**src/rtl/culr_pkg.sv**
```systemverilog
package culr_pkg;

  // fractional bits of the luma scale; the clamp limit follows from it
  localparam int FRACTION_BITS = 2;

  // widths of the arithmetic path
  localparam int SAMPLE_W = 16;
  localparam int LUMA_W   = 10;
  localparam int ACC_W    = 21;  // 16 * 16-bit sample plus rounding, signed
  localparam int OFS_W    = ACC_W - 4;
  localparam int SUM_W    = OFS_W + 1;

  localparam logic signed [SUM_W-1:0] MAX_Y   = SUM_W'((256 << FRACTION_BITS) - 1);
  localparam logic signed [ACC_W-1:0] ROUND_C = ACC_W'(8);

  // packed stream widths
  localparam int IN_DATA_W  = 56;
  localparam int OUT_DATA_W = 24;

  typedef struct packed {
    logic [LUMA_W-1:0] odd;
    logic [LUMA_W-1:0] even;
  } culr_res_t;

endpackage

```
**src/rtl/chroma_upsample_luma_refine_top.sv**
```systemverilog
// Chroma upsampler with luma refinement, 9-3-3-1 bilinear weights.
//
// Input stream: one column per beat. in_tdata carries the near-row sample,
// the far-row sample and two base luma values; in_tuser flags the first
// column of a row. A row-start beat (or the first beat after
// reset) only stores the column and gives no output beat. Every other beat
// gives one output beat with the two clamped luma values.
//
// Output: a result is registered in the output register if that is free,
// else in the skid register. Throughput: one column per clock while
// in_tready is high, set by the single registered pass from the input.
//
// Stalls: a two-entry output stage (output register plus skid register)
// sits between the sides. While the receiver holds off, one more result is
// taken into the skid register; in_tready drops only while that is full.
//
// Reset (rst_n low, synchronous) empties the output stage, clears the stored
// column and marks the block unprimed.
module chroma_upsample_luma_refine_top (
  input  logic                           clk,
  input  logic                           rst_n,
  input  logic                           in_tvalid,
  output logic                           in_tready,
  // [15:0] near_sample, [31:16] far_sample, [41:32] luma_even,
  // [51:42] luma_odd, [55:52] zero
  input  logic [culr_pkg::IN_DATA_W-1:0] in_tdata,
  // [0] row_start
  input  logic                           in_tuser,
  output logic                           out_tvalid,
  input  logic                           out_tready,
  // [9:0] out_even, [19:10] out_odd, [23:20] zero
  output logic [culr_pkg::OUT_DATA_W-1:0] out_tdata
);
  import culr_pkg::*;

  // input field split
  logic signed [SAMPLE_W-1:0] cur_near, cur_far;
  logic [LUMA_W-1:0]          luma_even, luma_odd;
  assign cur_near  = in_tdata[15:0];
  assign cur_far   = in_tdata[31:16];
  assign luma_even = in_tdata[41:32];
  assign luma_odd  = in_tdata[51:42];

  // stored column and priming flag
  logic signed [SAMPLE_W-1:0] prev_near_r, prev_far_r;
  logic                       primed_r;

  // output stage
  logic      out_valid_r, skid_valid_r;
  culr_res_t out_res_r, skid_res_r;
  culr_res_t res;

  logic in_acc, produce, out_free;

  // weighted sum 9*a + 3*b + 3*c + d + 8, floor /16, add luma, clamp
  function automatic logic [LUMA_W-1:0] refine(
    input logic signed [SAMPLE_W-1:0] a,
    input logic signed [SAMPLE_W-1:0] b,
    input logic signed [SAMPLE_W-1:0] c,
    input logic signed [SAMPLE_W-1:0] d,
    input logic [LUMA_W-1:0]          luma
  );
    logic signed [ACC_W-1:0] wa, wb, wc, wd, acc;
    logic signed [OFS_W-1:0] ofs;
    logic signed [SUM_W-1:0] sum, lim;
    wa  = ACC_W'(a);
    wb  = ACC_W'(b);
    wc  = ACC_W'(c);
    wd  = ACC_W'(d);
    acc = (wa <<< 3) + wa + (wb <<< 1) + wb + (wc <<< 1) + wc + wd + ROUND_C;
    ofs = acc[ACC_W-1:4];
    sum = $signed({{(SUM_W-LUMA_W){1'b0}}, luma}) + SUM_W'(ofs);
    if (sum[SUM_W-1]) begin
      lim = '0;
    end else if (sum > MAX_Y) begin
      lim = MAX_Y;
    end else begin
      lim = sum;
    end
    return lim[LUMA_W-1:0];
  endfunction

  assign res.even = refine(prev_near_r, cur_near, prev_far_r, cur_far, luma_even);
  assign res.odd  = refine(cur_near, prev_near_r, cur_far, prev_far_r, luma_odd);

  // handshake
  assign in_tready = !skid_valid_r;
  assign in_acc    = in_tvalid && in_tready;
  assign produce   = in_acc && !in_tuser && primed_r;
  assign out_free  = !out_valid_r || out_tready;

  // stored column
  always_ff @(posedge clk) begin
    if (!rst_n) begin
      prev_near_r <= '0;
      prev_far_r  <= '0;
      primed_r    <= 1'b0;
    end else if (in_acc) begin
      prev_near_r <= cur_near;
      prev_far_r  <= cur_far;
      primed_r    <= 1'b1;
    end
  end

  // output register and skid register
  always_ff @(posedge clk) begin
    if (!rst_n) begin
      out_valid_r  <= 1'b0;
      skid_valid_r <= 1'b0;
    end else if (out_free) begin
      if (skid_valid_r) begin
        out_valid_r  <= 1'b1;
        out_res_r    <= skid_res_r;
        skid_valid_r <= 1'b0;
      end else begin
        out_valid_r <= produce;
        if (produce) begin
          out_res_r <= res;
        end
      end
    end else if (produce) begin
      skid_valid_r <= 1'b1;
      skid_res_r   <= res;
    end
  end

  assign out_tvalid = out_valid_r;
  assign out_tdata  = {{(OUT_DATA_W-2*LUMA_W){1'b0}}, out_res_r.odd, out_res_r.even};

  // skid entry only fills behind a waiting output beat
  a_skid_behind_out: assert property (@(posedge clk) disable iff (!rst_n)
    skid_valid_r |-> out_valid_r)
    else $error("skid register holds a beat while the output register is empty");

  // a priming beat into an empty stage gives no output beat
  a_prime_silent: assert property (@(posedge clk) disable iff (!rst_n)
    (in_acc && in_tuser && !out_valid_r && !skid_valid_r) |=> !out_valid_r)
    else $error("row-start beat produced an output beat");

  // any accepted beat leaves the block primed
  a_primed_after_beat: assert property (@(posedge clk) disable iff (!rst_n)
    in_acc |=> primed_r)
    else $error("block not primed after an accepted beat");

  // a result into an empty stage shows up on the next cycle
  a_result_latency: assert property (@(posedge clk) disable iff (!rst_n)
    (produce && !out_valid_r) |=> (out_valid_r && !skid_valid_r))
    else $error("result did not reach the output register in one cycle");

endmodule
```
**config.mk**
```make
export PLATFORM = sky130hd
export DESIGN_NAME = chroma_upsample_luma_refine_top
export DESIGN_NICKNAME = d
export VERILOG_FILES = /design/src/rtl/culr_pkg.sv /design/src/rtl/chroma_upsample_luma_refine_top.sv
export SDC_FILE = /design/constraint.sdc
export NUM_CORES = 1
export LEC_CHECK = 0
export BUFFER_PORTS_ARGS = -buffer_cell sky130_fd_sc_hd__clkbuf_2
export CELL_PAD_IN_SITES_DETAIL_PLACEMENT = 1
export CELL_PAD_IN_SITES_GLOBAL_PLACEMENT = 1
export CORE_MARGIN = 10
export CORE_UTILIZATION = 52
export CTS_CLUSTER_DIAMETER = 200
export DETAILED_ROUTE_END_ITERATION = 12
export PLACE_DENSITY_LB_ADDON = 0.1
export SYNTH_ARGS = -nofsm -noshare
export SYNTH_HDL_FRONTEND = slang
export SYNTH_SLANG_ARGS = --single-unit
```
**constraint.sdc**
```tcl
create_clock -name clk -period 11.2 [get_ports clk]
set_input_delay 0 -clock clk [delete_from_list [all_inputs] [get_ports clk]]
set_output_delay 0 -clock clk [all_outputs]
set_load 0.005 [all_outputs]
```
# Yosys cells after proc, flatten, opt, wreduce, memory -nomap -nowiden
# Cells that the tools add are included.
dict set report word_totals {
  reg_bits 75
  input_bits 61
  output_inout_bits 26
}
dict set report classes {
  add_sub_neg 16
  order_cmp 2
  mux 7
  bitwise 2
  n_reduce_logical 11
}
# operator count
set ops {}
lappend ops {{$add A21 B16 Y21} 6}
lappend ops {{$add A20 B17 Y21} 2}
lappend ops {{$add A21 B17 Y21} 2}
lappend ops {{$add A21 B5 Y21 const B} 2}
lappend ops {{$add A19 B16 Y20} 2}
lappend ops {{$mux W10} 4}
lappend ops {{$mux W20} 2}
lappend ops {{$add A11 B17 Y18} 2}
lappend ops {{$gt A18 B11 Y1 const B} 2}
lappend ops {{$reduce_and A3 Y1} 2}
lappend ops {{$logic_and A1 B1 Y1} 3}
lappend ops {{$logic_not A1 Y1} 3}
lappend ops {{$not A1 Y1} 2}
lappend ops {{$reduce_bool A2 Y1} 1}
lappend ops {{$reduce_or A2 Y1} 1}
lappend ops {{$logic_or A1 B1 Y1} 1}
lappend ops {{$mux W1} 1}

# Depth between registers and ports, before layout
# Gate-level depths: netlist of the first run.
dict set report logic_depth {
  ltp_word 13
  ltp_mapped 27
  ltp_nobuf 26
}

# Worst setup path after synthesis of the first run
# Ideal clock, no wire load.
dict set report synth_timing {
  path_type {reg2reg}
  start {reg prev_near_r[4]}
  end {reg skid_res_r[10] (netlist name), data pin}
  arrival_ns 5.927
  required_time_ns 10.930
  setup_slack_ns 5.002
  path_stages_with_launch 26
  path_buffers 2
  synth_period_minus_slack_ns 6.198
  path_cell_list {dfxtp_1 > inv_1 > fa_1 > inv_1 > fa_1 > fa_1 > inv_1 > fa_1 > inv_1 > ha_1 > a21o_1 > a41o_1 > o21ai_0 > nand2_1 > xor2_1 > ha_1 > o21ai_0 > nand2b_1 > and4_1 > a221oi_1 > or4b_1 > and4bb_2 > a21boi_1 > buf_2 > clkbuf_1 > a21oi_1}
}
# item line_no
set synth_rtl {}
lappend synth_rtl {{start, declared} chroma_upsample_luma_refine_top.sv:45} ;# logic signed [SAMPLE_W-1:0] prev_near_r, prev_far_r;
lappend synth_rtl {{start signal, assigned} chroma_upsample_luma_refine_top.sv:99} ;# prev_near_r <= cur_near;
lappend synth_rtl {{end signal, assigned} chroma_upsample_luma_refine_top.sv:123} ;# skid_res_r <= res;
lappend synth_rtl {{end, declared} chroma_upsample_luma_refine_top.sv:50} ;# culr_res_t out_res_r, skid_res_r;

# Worst setup path after layout of the first run
dict set report layout_timing {
  start {reg prev_near_r[2]}
  end {reg out_res_r, in the netlist out_tdata[4], data pin}
}
dict set report layout_via {
  elab_chain_len 13
}
# item line_no
set layout_lines {}
lappend layout_lines {{$add A19 B16 Y20 *} chroma_upsample_luma_refine_top.sv:70} ;# acc = (wa <<< 3) + wa + (wb <<< 1) + wb + (wc <<< 1) + wc + wd + ROUND_C;
lappend layout_lines {{$add A20 B17 Y21 *} chroma_upsample_luma_refine_top.sv:70}
lappend layout_lines {{$add A21 B16 Y21 *} chroma_upsample_luma_refine_top.sv:70}
lappend layout_lines {{$add A21 B17 Y21 *} chroma_upsample_luma_refine_top.sv:70}
lappend layout_lines {{$add A21 B16 Y21 * (2 in a row)} chroma_upsample_luma_refine_top.sv:70}
lappend layout_lines {{$add A21 B5 Y21 *} chroma_upsample_luma_refine_top.sv:70}
lappend layout_lines {{$add A11 B17 Y18 *} chroma_upsample_luma_refine_top.sv:72} ;# sum = $signed({{(SUM_W-LUMA_W){1'b0}}, luma}) + SUM_W'(ofs);
lappend layout_lines {{$gt A18 B11 Y1} chroma_upsample_luma_refine_top.sv:75} ;# end else if (sum > MAX_Y) begin
lappend layout_lines {{$mux W10} chroma_upsample_luma_refine_top.sv:75}
lappend layout_lines {{$mux W10 *} chroma_upsample_luma_refine_top.sv:73} ;# if (sum[SUM_W-1]) begin
lappend layout_lines {{$mux W20 *} chroma_upsample_luma_refine_top.sv:117} ;# if (produce) begin
lappend layout_lines {{$mux W20 *} chroma_upsample_luma_refine_top.sv:111} ;# if (skid_valid_r) begin
lappend layout_lines {{end signal, assigned} chroma_upsample_luma_refine_top.sv:113} ;# out_res_r <= skid_res_r;
lappend layout_lines {{end signal, assigned} chroma_upsample_luma_refine_top.sv:118} ;# out_res_r <= res;
lappend layout_lines {{end, declared} chroma_upsample_luma_refine_top.sv:50}
# Mark *: on every way between the ends. The rest lies on a longest branch, timed or not. The select of a mux whose other input is x is not followed.
# A chain may end at the register's enable or synchronous reset.

==> results of run 1 <==
flip-flops by register name, summed over array words and instances (netlist names):
signal,flops
out_tdata,20
prev_near_r,16
primed_r,1
skid_valid_r,1
skid_res_r,20
out_tvalid,1
prev_far_r,16
placed cells by master, fill, tap and decap left out, drive strengths merged, types with 13 or more instances in the layout:
cell         count
inv            323
fa             163
nand2          104
ha              98
clkbuf          87
a21oi           50
edfxtp          40
o21ai           36
dfxtp           35
a21boi          34
dlygate4sd3     31
nor2            30
xor2            29
xnor2           24
a21o            21
nand3           20
o31a            15
nor3            14
nand4           13
path summary, 6_finish.rpt:
kind | end | slack, ps | depth (start not counted)
max | out_tdata[4]$_DFFE_PP_ | 3530 | 24
min | prev_near_r[15]$_SDFFE_PN0P_ | 80 | 3
max reg2reg | out_tdata[4]$_DFFE_PP_ | 3530 | 24
min reg2reg | prev_near_r[6]$_SDFFE_PN0P_ | 470 | 2
critical path, stage by stage, from the launching register on:
cell and delay, ps:
dfxtp_1 350, inv_1 170, fa_1 580, inv_1 50
fa_1 460, fa_1 540, inv_1 50, fa_1 550
inv_1 50, ha_1 370, nand4b_1 210, o31ai_4 350
a21o_1 170, a21oi_1 80, xnor2_1 220, ha_1 290
o21a_1 110, o31a_1 120, o41ai_1 560, o211ai_1 540
a31oi_1 350, a41oi_1 80, nor3_2 640, nand4_1 180
a32o_1 330
final cells by class:
| cell class | instances | area [sq um] | share of cell area [%] |
|---|---|---|---|
| clock buffer | 9 | 225 | 1.86 |
| clock inverter | 7 | 65.1 | 0.536 |
| inverter | 318 | 1190 | 9.84 |
| multi-input combinational | 767 | 7650 | 63.1 |
| sequential | 75 | 1900 | 15.7 |
| tap | 270 | 338 | 2.78 |
| timing repair buffer | 116 | 753 | 6.21 |
synthesized netlist by cell type, types with 8 or more instances:
library cell / number / area, sq um
nor3_1: 13 / 65.1
xnor2_1: 24 / 210
nand3_1: 20 / 100
fa_1: 163 / 3260
a21o_1: 21 / 158
a32o_1: 10 / 100
clkbuf_1: 22 / 82.6
nor2_1: 28 / 105
ha_1: 98 / 1230
o31a_1: 15 / 131
edfxtp_1: 40 / 1200
nand4_1: 13 / 81.3
o21ai_0: 30 / 150
xor2_1: 29 / 254
o21a_1: 9 / 67.6
a21boi_0: 33 / 248
dfxtp_1: 35 / 701
nand2b_1: 8 / 50.1
nor2b_1: 8 / 50.1
o211ai_1: 9 / 67.6
a21oi_1: 50 / 250
inv_1: 318 / 1190
nand2_1: 104 / 390
metrics by stage:
stage / hold slack, ps / instance area (sq um)
after CTS: 37.6 / 12100
after floorplan: 125 / 10900
after global placement: 258 / 11500
final: 81.9 / 12100
after detailed placement: 274 / 11500
after global routing: 131 / 12100
cell families (layout without fill, tap and decap cells):
| family | after synthesis | after routing | share of synthesized area, % |
|---|---|---|---|
| DFF | 75 | 75 | 17.5 |
| other | 1 | 4 | 0.0345 |
| AOI/OAI and AO/OA | 224 | 224 | 14.6 |
| xor gates and xnor gates | 53 | 53 | 4.27 |
| and+or+nand+nor | 225 | 225 | 10.0 |
| buffers and inverters | 349 | 450 | 12.3 |
| adders and majority gates | 261 | 261 | 41.3 |
per-layer routing:
metal / vias to the layer above / GRT usage (%) / wire length, um
met5: - / 0 / 0
met4: 0 / 6.64 / 732
met3: 35 / 3.39 / 1020
met2: 155 / 39.6 / 14700
met1: 4241 / 25.4 / 11600
li1: 3999 / - / -
==> impl_metrics.yaml, run 1 <==
routing:
  viasPerCell: 5.40
  wl_per_cell_um: 18.0
  route.detailed.drc: 0
  first_iter_violations: 317
  ant_nets: 0
  vias: 8430
  dr.pass1.iters: 4
  wirelength_mm: 28.1
timing:
  finalHoldViolations: 0
  worstMarginPinSlew_ps: 1140
  setup_viol: 0
  rsz0062_at_grt: "no"
  fin_ws_ps: 3530
  slew_violations: 0
  period_share_pct: 68.5
  relSlewSlack_pct: 23.2
  fin_skew_ps: 11.6
  clock.fmax_mhz: 130
  setup-tns-final_ps: 0
  post-route-min-period_ps: 7670
yosys:
  ys.flop_type: "edfxtp_1"
  synth-edff-count: 40
  ys_types: 70
  synth_cells: 1188
  syn_area_sq_mm: 0.0109
  ys_seq_elements: 75
  yosysSeqAreaShare_pct: 17.5
  ys_warn_count: 0
  async_flop_share_pct: 0
  synth.avg_cell_area_sq_um: 9.15
setup_path:
  worstSetupPathType: "reg -> reg"
  cp.required_ps: 11300
  cp-end-kind: "flip-flop"
  worstSetupStartpointType: "flip-flop"
  critPathArrivalTime_ps: 7770
  critPathMaxFanout: 12
  critPathLaunch: "prev_near_r[2]$_SDFFE_PN0P_"
  rr_startpoint: "prev_near_r[2]$_SDFFE_PN0P_"
global_route:
  grt_max_degree: 36
  grt_pass1_vias: 9442
  grt_pass1_wl_mm: 46.7
  overflow: 0
  grt_usage_pct: 21.6
  antenna_found_initial: 0
place:
  io_buffers: 78
  dp.cells: 1514
  post-dp-hpwl_mm: 22.3
  gp_congestion: 0.897
  pre_cts_slack_ps: 3680
run:
  drv_cap: 0
clock_network:
  hold_buffers: 31
  cts_setup_buffers: 0
  cts.repair.resized: 0
  cts_num_sinks: 75
  cts_tree: "yes"
  clk_latency_ps: 350
  numCtsBuffers: 9
  clk_pin_slew_ps: 70
  h-tree-depth: 3
  cts_root_buffer: "clkbuf_16"
  clockBufferDepth: 2
final_layout:
  antenna_cells: 0
  nets: 1609
  post-route-util_pct: 59.6
  instances_no_fill: 1562
  area_growth_pct: 11.7
  final_layout_size_suffix_gt1_share_pct: 9.37
  fillers: 2351
floorplan:
  ioPinCount: 87
  die_h_um: 165
  fp.coreArea_sq_mm: 0.0204
  die_w_um: 165
  die-area_sq_mm: 0.0271
  std_cell_rows: 52
  start_util_pct: 53.4
run_status:
  status: "completed"
min_path:
  min_path_type: "in -> reg"
  min_from: "in_tdata[15]"
Power of run 1 is not shown: default switching activity piles up to over one toggle a cycle in this logic, so the estimate is an artifact.
==> inputs of run 2 (changes only) <==
--- a/config.mk
+++ b/config.mk
@@ -5,11 +5,12 @@
 export SDC_FILE = /design/constraint.sdc
 export NUM_CORES = 1
 export LEC_CHECK = 0
+export ABC_AREA = 1
 export BUFFER_PORTS_ARGS = -buffer_cell sky130_fd_sc_hd__clkbuf_2
 export CELL_PAD_IN_SITES_DETAIL_PLACEMENT = 1
 export CELL_PAD_IN_SITES_GLOBAL_PLACEMENT = 1
 export CORE_MARGIN = 10
-export CORE_UTILIZATION = 52
+export CORE_UTILIZATION = 43
 export CTS_CLUSTER_DIAMETER = 200
 export DETAILED_ROUTE_END_ITERATION = 12
 export PLACE_DENSITY_LB_ADDON = 0.1
==> constraint.sdc (replaced) <==
create_clock -name clk -period 7 [get_ports clk]
set_input_delay 0 -clock clk [delete_from_list [all_inputs] [get_ports clk]]
set_output_delay 0 -clock clk [all_outputs]
set_load 0.005 [all_outputs]
==> impl_metrics.yaml, run 2 <==
setup_path:
  crit_top_cell: "nand2_1"
  worstRegToRegCells: 30
  critPathMaxFanout: 10
  crit_slowest_cell: "fa_1"
  worstSetupStartpointType: "flip-flop"
  cp.required_ps: 7090
  worstSetupPathType: "reg -> reg"
  critPathArrivalTime_ps: 6470
  cp-end-kind: "flip-flop"
  slowest_delay_ps: 560
routing:
  wirelength_mm: 29.6
  vias: 8888
  dr.pass1.iters: 4
  first_iter_violations: 319
  wl_per_cell_um: 15.9
  ant_nets: 0
  route.detailed.drc: 0
  viasPerCell: 4.78
yosys:
  synth_cells: 1417
  synthTopCellsByCount: "427 x inv_1, 261 x nand2_1, 163 x fa_1, 98 x ha_1, 81 x nand3_1"
  yosys.area.top_type: "fa_1"
  synth-edff-count: 40
  async_flop_share_pct: 0
  synth.avg_cell_area_sq_um: 7.94
  ys.flop_type: "edfxtp_1"
  yosysSeqAreaShare_pct: 16.9
  ys_warn_count: 0
  netlist.area_leader.share_pct: 29.0
  synthTopCellsByArea: "fa_1 29%, inv_1 14%, ha_1 11%"
  ys_seq_elements: 75
  syn_area_sq_mm: 0.0112
  yosysMostFrequentCell: "inv_1"
  ys_types: 41
timing:
  post-route-min-period_ps: 6380
  relSlewSlack_pct: 29.4
  worstMarginPinSlew_ps: 1060
  rsz0062_at_grt: "no"
  clock.fmax_mhz: 157
  setup-tns-final_ps: 0
  slew_violations: 0
  fin_skew_ps: 14.3
  period_share_pct: 91.1
  finalHoldViolations: 0
  setup_viol: 0
floorplan:
  ioPinCount: 87
  die_h_um: 182
  std_cell_rows: 59
  die_w_um: 182
  die-area_sq_mm: 0.0330
  fp.coreArea_sq_mm: 0.0259
  start_util_pct: 43.4
place:
  dp.cells: 1817
  gp_congestion: 0.863
  post-dp-hpwl_mm: 25.2
  io_buffers: 78
clock_network:
  clk_pin_slew_ps: 80
  cts_setup_buffers: 0
  cts_root_buffer: "clkbuf_16"
  cts_num_sinks: 75
  cts_tree: "yes"
  numCtsBuffers: 9
  clk_latency_ps: 360
  clockBufferDepth: 2
  h-tree-depth: 3
final_layout:
  final_common_cell: "inv_1"
  final_layout_size_suffix_gt1_share_pct: 8.66
  nets: 1841
  area_growth_pct: 11.6
  instances_no_fill: 1860
  final_cell_mix: "427 x inv_1, 260 x nand2_1, 163 x fa_1"
global_route:
  grt_max_degree: 57
  grt_pass1_wl_mm: 50.5
  grt_usage_pct: 18.7
  overflow: 0
  grt_pass1_vias: 10000
  antenna_found_initial: 0
min_path:
  holdPathStages: 3
  min_path_type: "in -> reg"
run_status:
  status: "completed"
run:
  drv_cap: 0
run 2: cell count changes in the layout (fill, tap and decap cells not counted), sizes merged, moves of 9 or more:
| cell | delta |
|---|---|
| xnor2 | -9 |
| nand2 | +169 |
| a21boi | -33 |
| inv | +110 |
| a21oi | +23 |
| o211ai | -10 |
| nor2 | +24 |
| nand3 | +65 |
| a32o | -10 |
| a21o | -19 |
| o31a | -15 |
run 2: area by class of cell:
type                    count  area (sq um)
diodes                      1          2.50
clock buffers               9           225
clock inverters             7          57.6
fillers                  3213         13400
inverters                 429          1610
multi-input cells         895          7650
flip-flops and latches     75          1900
well taps                 335           419
repair buffers            109           688
run 2: cell families (layout without fill, tap and decap cells):
family          count (synthesis)  count (layout)  synth area share (%)
compound gates                136             136                  6.56
other cells                     1               5                0.0333
fa+ha+maj                     261             261                  39.9
simple gates                  449             449                  17.9
flops                          75              75                  16.9
buf+inv                       450             554                  15.2
xor+xnor                       45              45                  3.50
run 2: worst paths after layout:
check	from	end	slack [ps]
worst max-delay path	prev_near_r[1]$_SDFFE_PN0P_	out_tdata[8]$_DFFE_PP_	620
worst min-delay path	in_tdata[0]	prev_near_r[0]$_SDFFE_PN0P_	5
worst max register to register	prev_near_r[1]$_SDFFE_PN0P_	out_tdata[8]$_DFFE_PP_	620
worst min register to register	primed_r$_SDFFE_PN0P_	primed_r$_SDFFE_PN0P_	490
run 2: metal layers:
layer | global-route usage [%] | part of all wire (%)
met1 | 23.3 | 46
met2 | 34.0 | 51
met3 | 2.13 | 2.2
met4 | 3.87 | 0.89
met5 | 0 | 0
run 2: what timing repair did:
item / 4_1_cts / 5_1_grt
setup endpoints to repair: 0 / 1
resized for setup: 0 / 1
hold buffers: 26 / 0
hold endpoints to repair: 26 / 0
run 2: critical path: cells and delay by family (launching register included):
family | cells | cell delay, ps
buffers and inverters | 5 | 410
AO/OA/AOI/OAI | 1 | 120
AND/OR/NAND/NOR | 17 | 1950
adder cells (fa/ha/maj) | 6 | 3030
XOR/XNOR | 1 | 210
flip-flops | 1 | 410
run 2: stage by stage:
stage          util (%)  setup WS, ps  cell area (sq um)  hold slack, ps
3_3_place_gp       46.4           743              12000             293
6_report           48.5           620              12600            4.61
5_1_grt            48.5           123              12600            36.1
3_5_place_dp       46.4           585              12000             308
4_1_cts            48.5           542              12600            6.98
2_1_floorplan         -          1450              11300             138
Power of run 2 is left out for the same reason.
==> inputs of run 3 (changes only) <==
--- a/config.mk
+++ b/config.mk
@@ -11,8 +11,10 @@
 export CELL_PAD_IN_SITES_GLOBAL_PLACEMENT = 1
 export CORE_MARGIN = 10
 export CORE_UTILIZATION = 43
+export CTS_BUF_LIST = sky130_fd_sc_hd__clkbuf_16
 export CTS_CLUSTER_DIAMETER = 200
 export DETAILED_ROUTE_END_ITERATION = 12
+export HOLD_SLACK_MARGIN = 0.06
 export PLACE_DENSITY_LB_ADDON = 0.1
 export SYNTH_ARGS = -nofsm -noshare
 export SYNTH_HDL_FRONTEND = slang
==> impl_metrics.yaml, run 3 (synthesis results as in run 2) <==
run_status:
  status: "completed"
global_route:
  grt_pass1_wl_mm: 50.7
  overflow: 0
  grt_max_degree: 57
  antenna_found_initial: 0
  grt_usage_pct: 18.8
  grt_pass1_vias: 10100
setup_path:
  crit_top_cell: "nand2_1"
  worstRegToRegCells: 29
  critPathMaxFanout: 10
  worstSetupPathType: "reg -> reg"
  cp.required_ps: 7090
  reg2reg_slack_ps: 620
  rr_startpoint: "prev_near_r[1]$_SDFFE_PN0P_"
  cp-end-kind: "flip-flop"
  critPathArrivalTime_ps: 6470
  worstReg2RegEnd: "out_tdata[8]$_DFFE_PP_"
  worstSetupStartpointType: "flip-flop"
  crit_slowest_cell: "fa_1"
  slowest_delay_ps: 560
floorplan:
  die_h_um: 182
  ioPinCount: 87
  fp.coreArea_sq_mm: 0.0259
  std_cell_rows: 59
  die-area_sq_mm: 0.0330
  start_util_pct: 43.4
  die_w_um: 182
clock_network:
  cts_setup_buffers: 0
  clockBufferDepth: 2
  cts_num_sinks: 75
  clk_pin_slew_ps: 80
  numCtsBuffers: 9
  clk_latency_ps: 360
  h-tree-depth: 3
  cts_tree: "yes"
  cts_root_buffer: "clkbuf_16"
place:
  post-dp-hpwl_mm: 25.2
  gp_congestion: 0.863
  io_buffers: 78
routing:
  route.detailed.drc: 0
  vias: 8878
  viasPerCell: 4.76
  first_iter_violations: 278
  ant_nets: 0
  dr.pass1.iters: 4
  wl_per_cell_um: 15.9
  wirelength_mm: 29.6
timing:
  relSlewSlack_pct: 29.7
  fin_skew_ps: 13.9
  post-route-min-period_ps: 6380
  period_share_pct: 91.1
  setup_viol: 0
  holdWs_ps: 110
  slew_violations: 0
  clock.fmax_mhz: 157
  finalHoldViolations: 0
  setup-tns-final_ps: 0
  rsz0062_at_grt: "no"
  worstMarginPinSlew_ps: 1060
final_layout:
  area_growth_pct: 12.1
  final_cell_mix: "427 x inv_1, 260 x nand2_1, 163 x fa_1"
  post-route-util_pct: 48.7
  antenna_cells: 0
  final_layout_size_suffix_gt1_share_pct: 8.63
  nets: 1847
  final_common_cell: "inv_1"
  fillers: 3206
min_path:
  hold_path_end: "prev_far_r[15]$_SDFFE_PN0P_"
  min_from: "in_tdata[31]"
  holdPathStages: 3
  min_path_type: "in -> reg"
run:
  drv_cap: 0
==> run 3: cell count changes in the layout (fill, tap and decap cells not counted), sizes merged <==
cell,previous run,this run
diode,1,0
dlygate4sd3,26,32
==> run 3: area by class of cell <==
cell class	count	area (sq um)	share of cell area (%)
clock buffers	9	225	1.79
well taps	335	419	3.32
flip-flops and latches	75	1900	15.1
clock inverters	7	57.6	0.456
inverters	429	1610	12.8
repair buffers	115	748	5.93
multi-input cells	895	7650	60.7
==> run 3: how the worst max path moves through the flow <==
stage,start,slack [ps],to,cells after the start
after global routing,prev_near_r[1]$_SDFFE_PN0P_,120,out_tdata[8]$_DFFE_PP_,30
after CTS,prev_near_r[10]$_SDFFE_PN0P_,540,out_tdata[13]$_DFFE_PP_,27
after global placement,prev_near_r[10]$_SDFFE_PN0P_,740,out_tdata[13]$_DFFE_PP_,27
after floorplan,prev_near_r[2]$_SDFFE_PN0P_,1450,out_tdata[12]$_DFFE_PP_,31
after detailed placement,prev_near_r[10]$_SDFFE_PN0P_,580,out_tdata[13]$_DFFE_PP_,27
final,prev_near_r[1]$_SDFFE_PN0P_,620,out_tdata[8]$_DFFE_PP_,29
==> run 3: stage by stage <==
stage          instance area (sq um)  cells  worst slack (ps)
2_1_floorplan                  11300   1420              1450
4_1_cts                        12600   1865               542
3_3_place_gp                   12000   1817               743
3_5_place_dp                   12000   1817               585
5_1_grt                        12600   1865               123
6_report                       12600   1865               625
==> run 3: layer usage <==
layer	wire length [um]	part of all wire (%)	global-route usage (%)	up-vias
met5	0	0	0	-
met4	348	1.2	3.87	0
met3	701	2.4	2.17	14
met2	15100	51	34.3	88
met1	13500	45	23.3	4313
li1	-	-	-	4463
==> run 3: worst max-delay path: cells and delay by family, from the launching register on <==
kind            cells  cell delay [ps]
fa+ha+maj           6             2980
simple gates       16             1760
buf+inv             5              410
flops               1              410
xor+xnor            1              310
compound gates      1              270
==> run 3: what timing repair did <==
item                                    4_1_cts  5_1_grt
hold buffers                                 32        0
endpoints found under the setup margin        0        1
gates resized for setup                       0        1
hold endpoints to repair                     32        0
Power of run 3 is left out for the same reason.
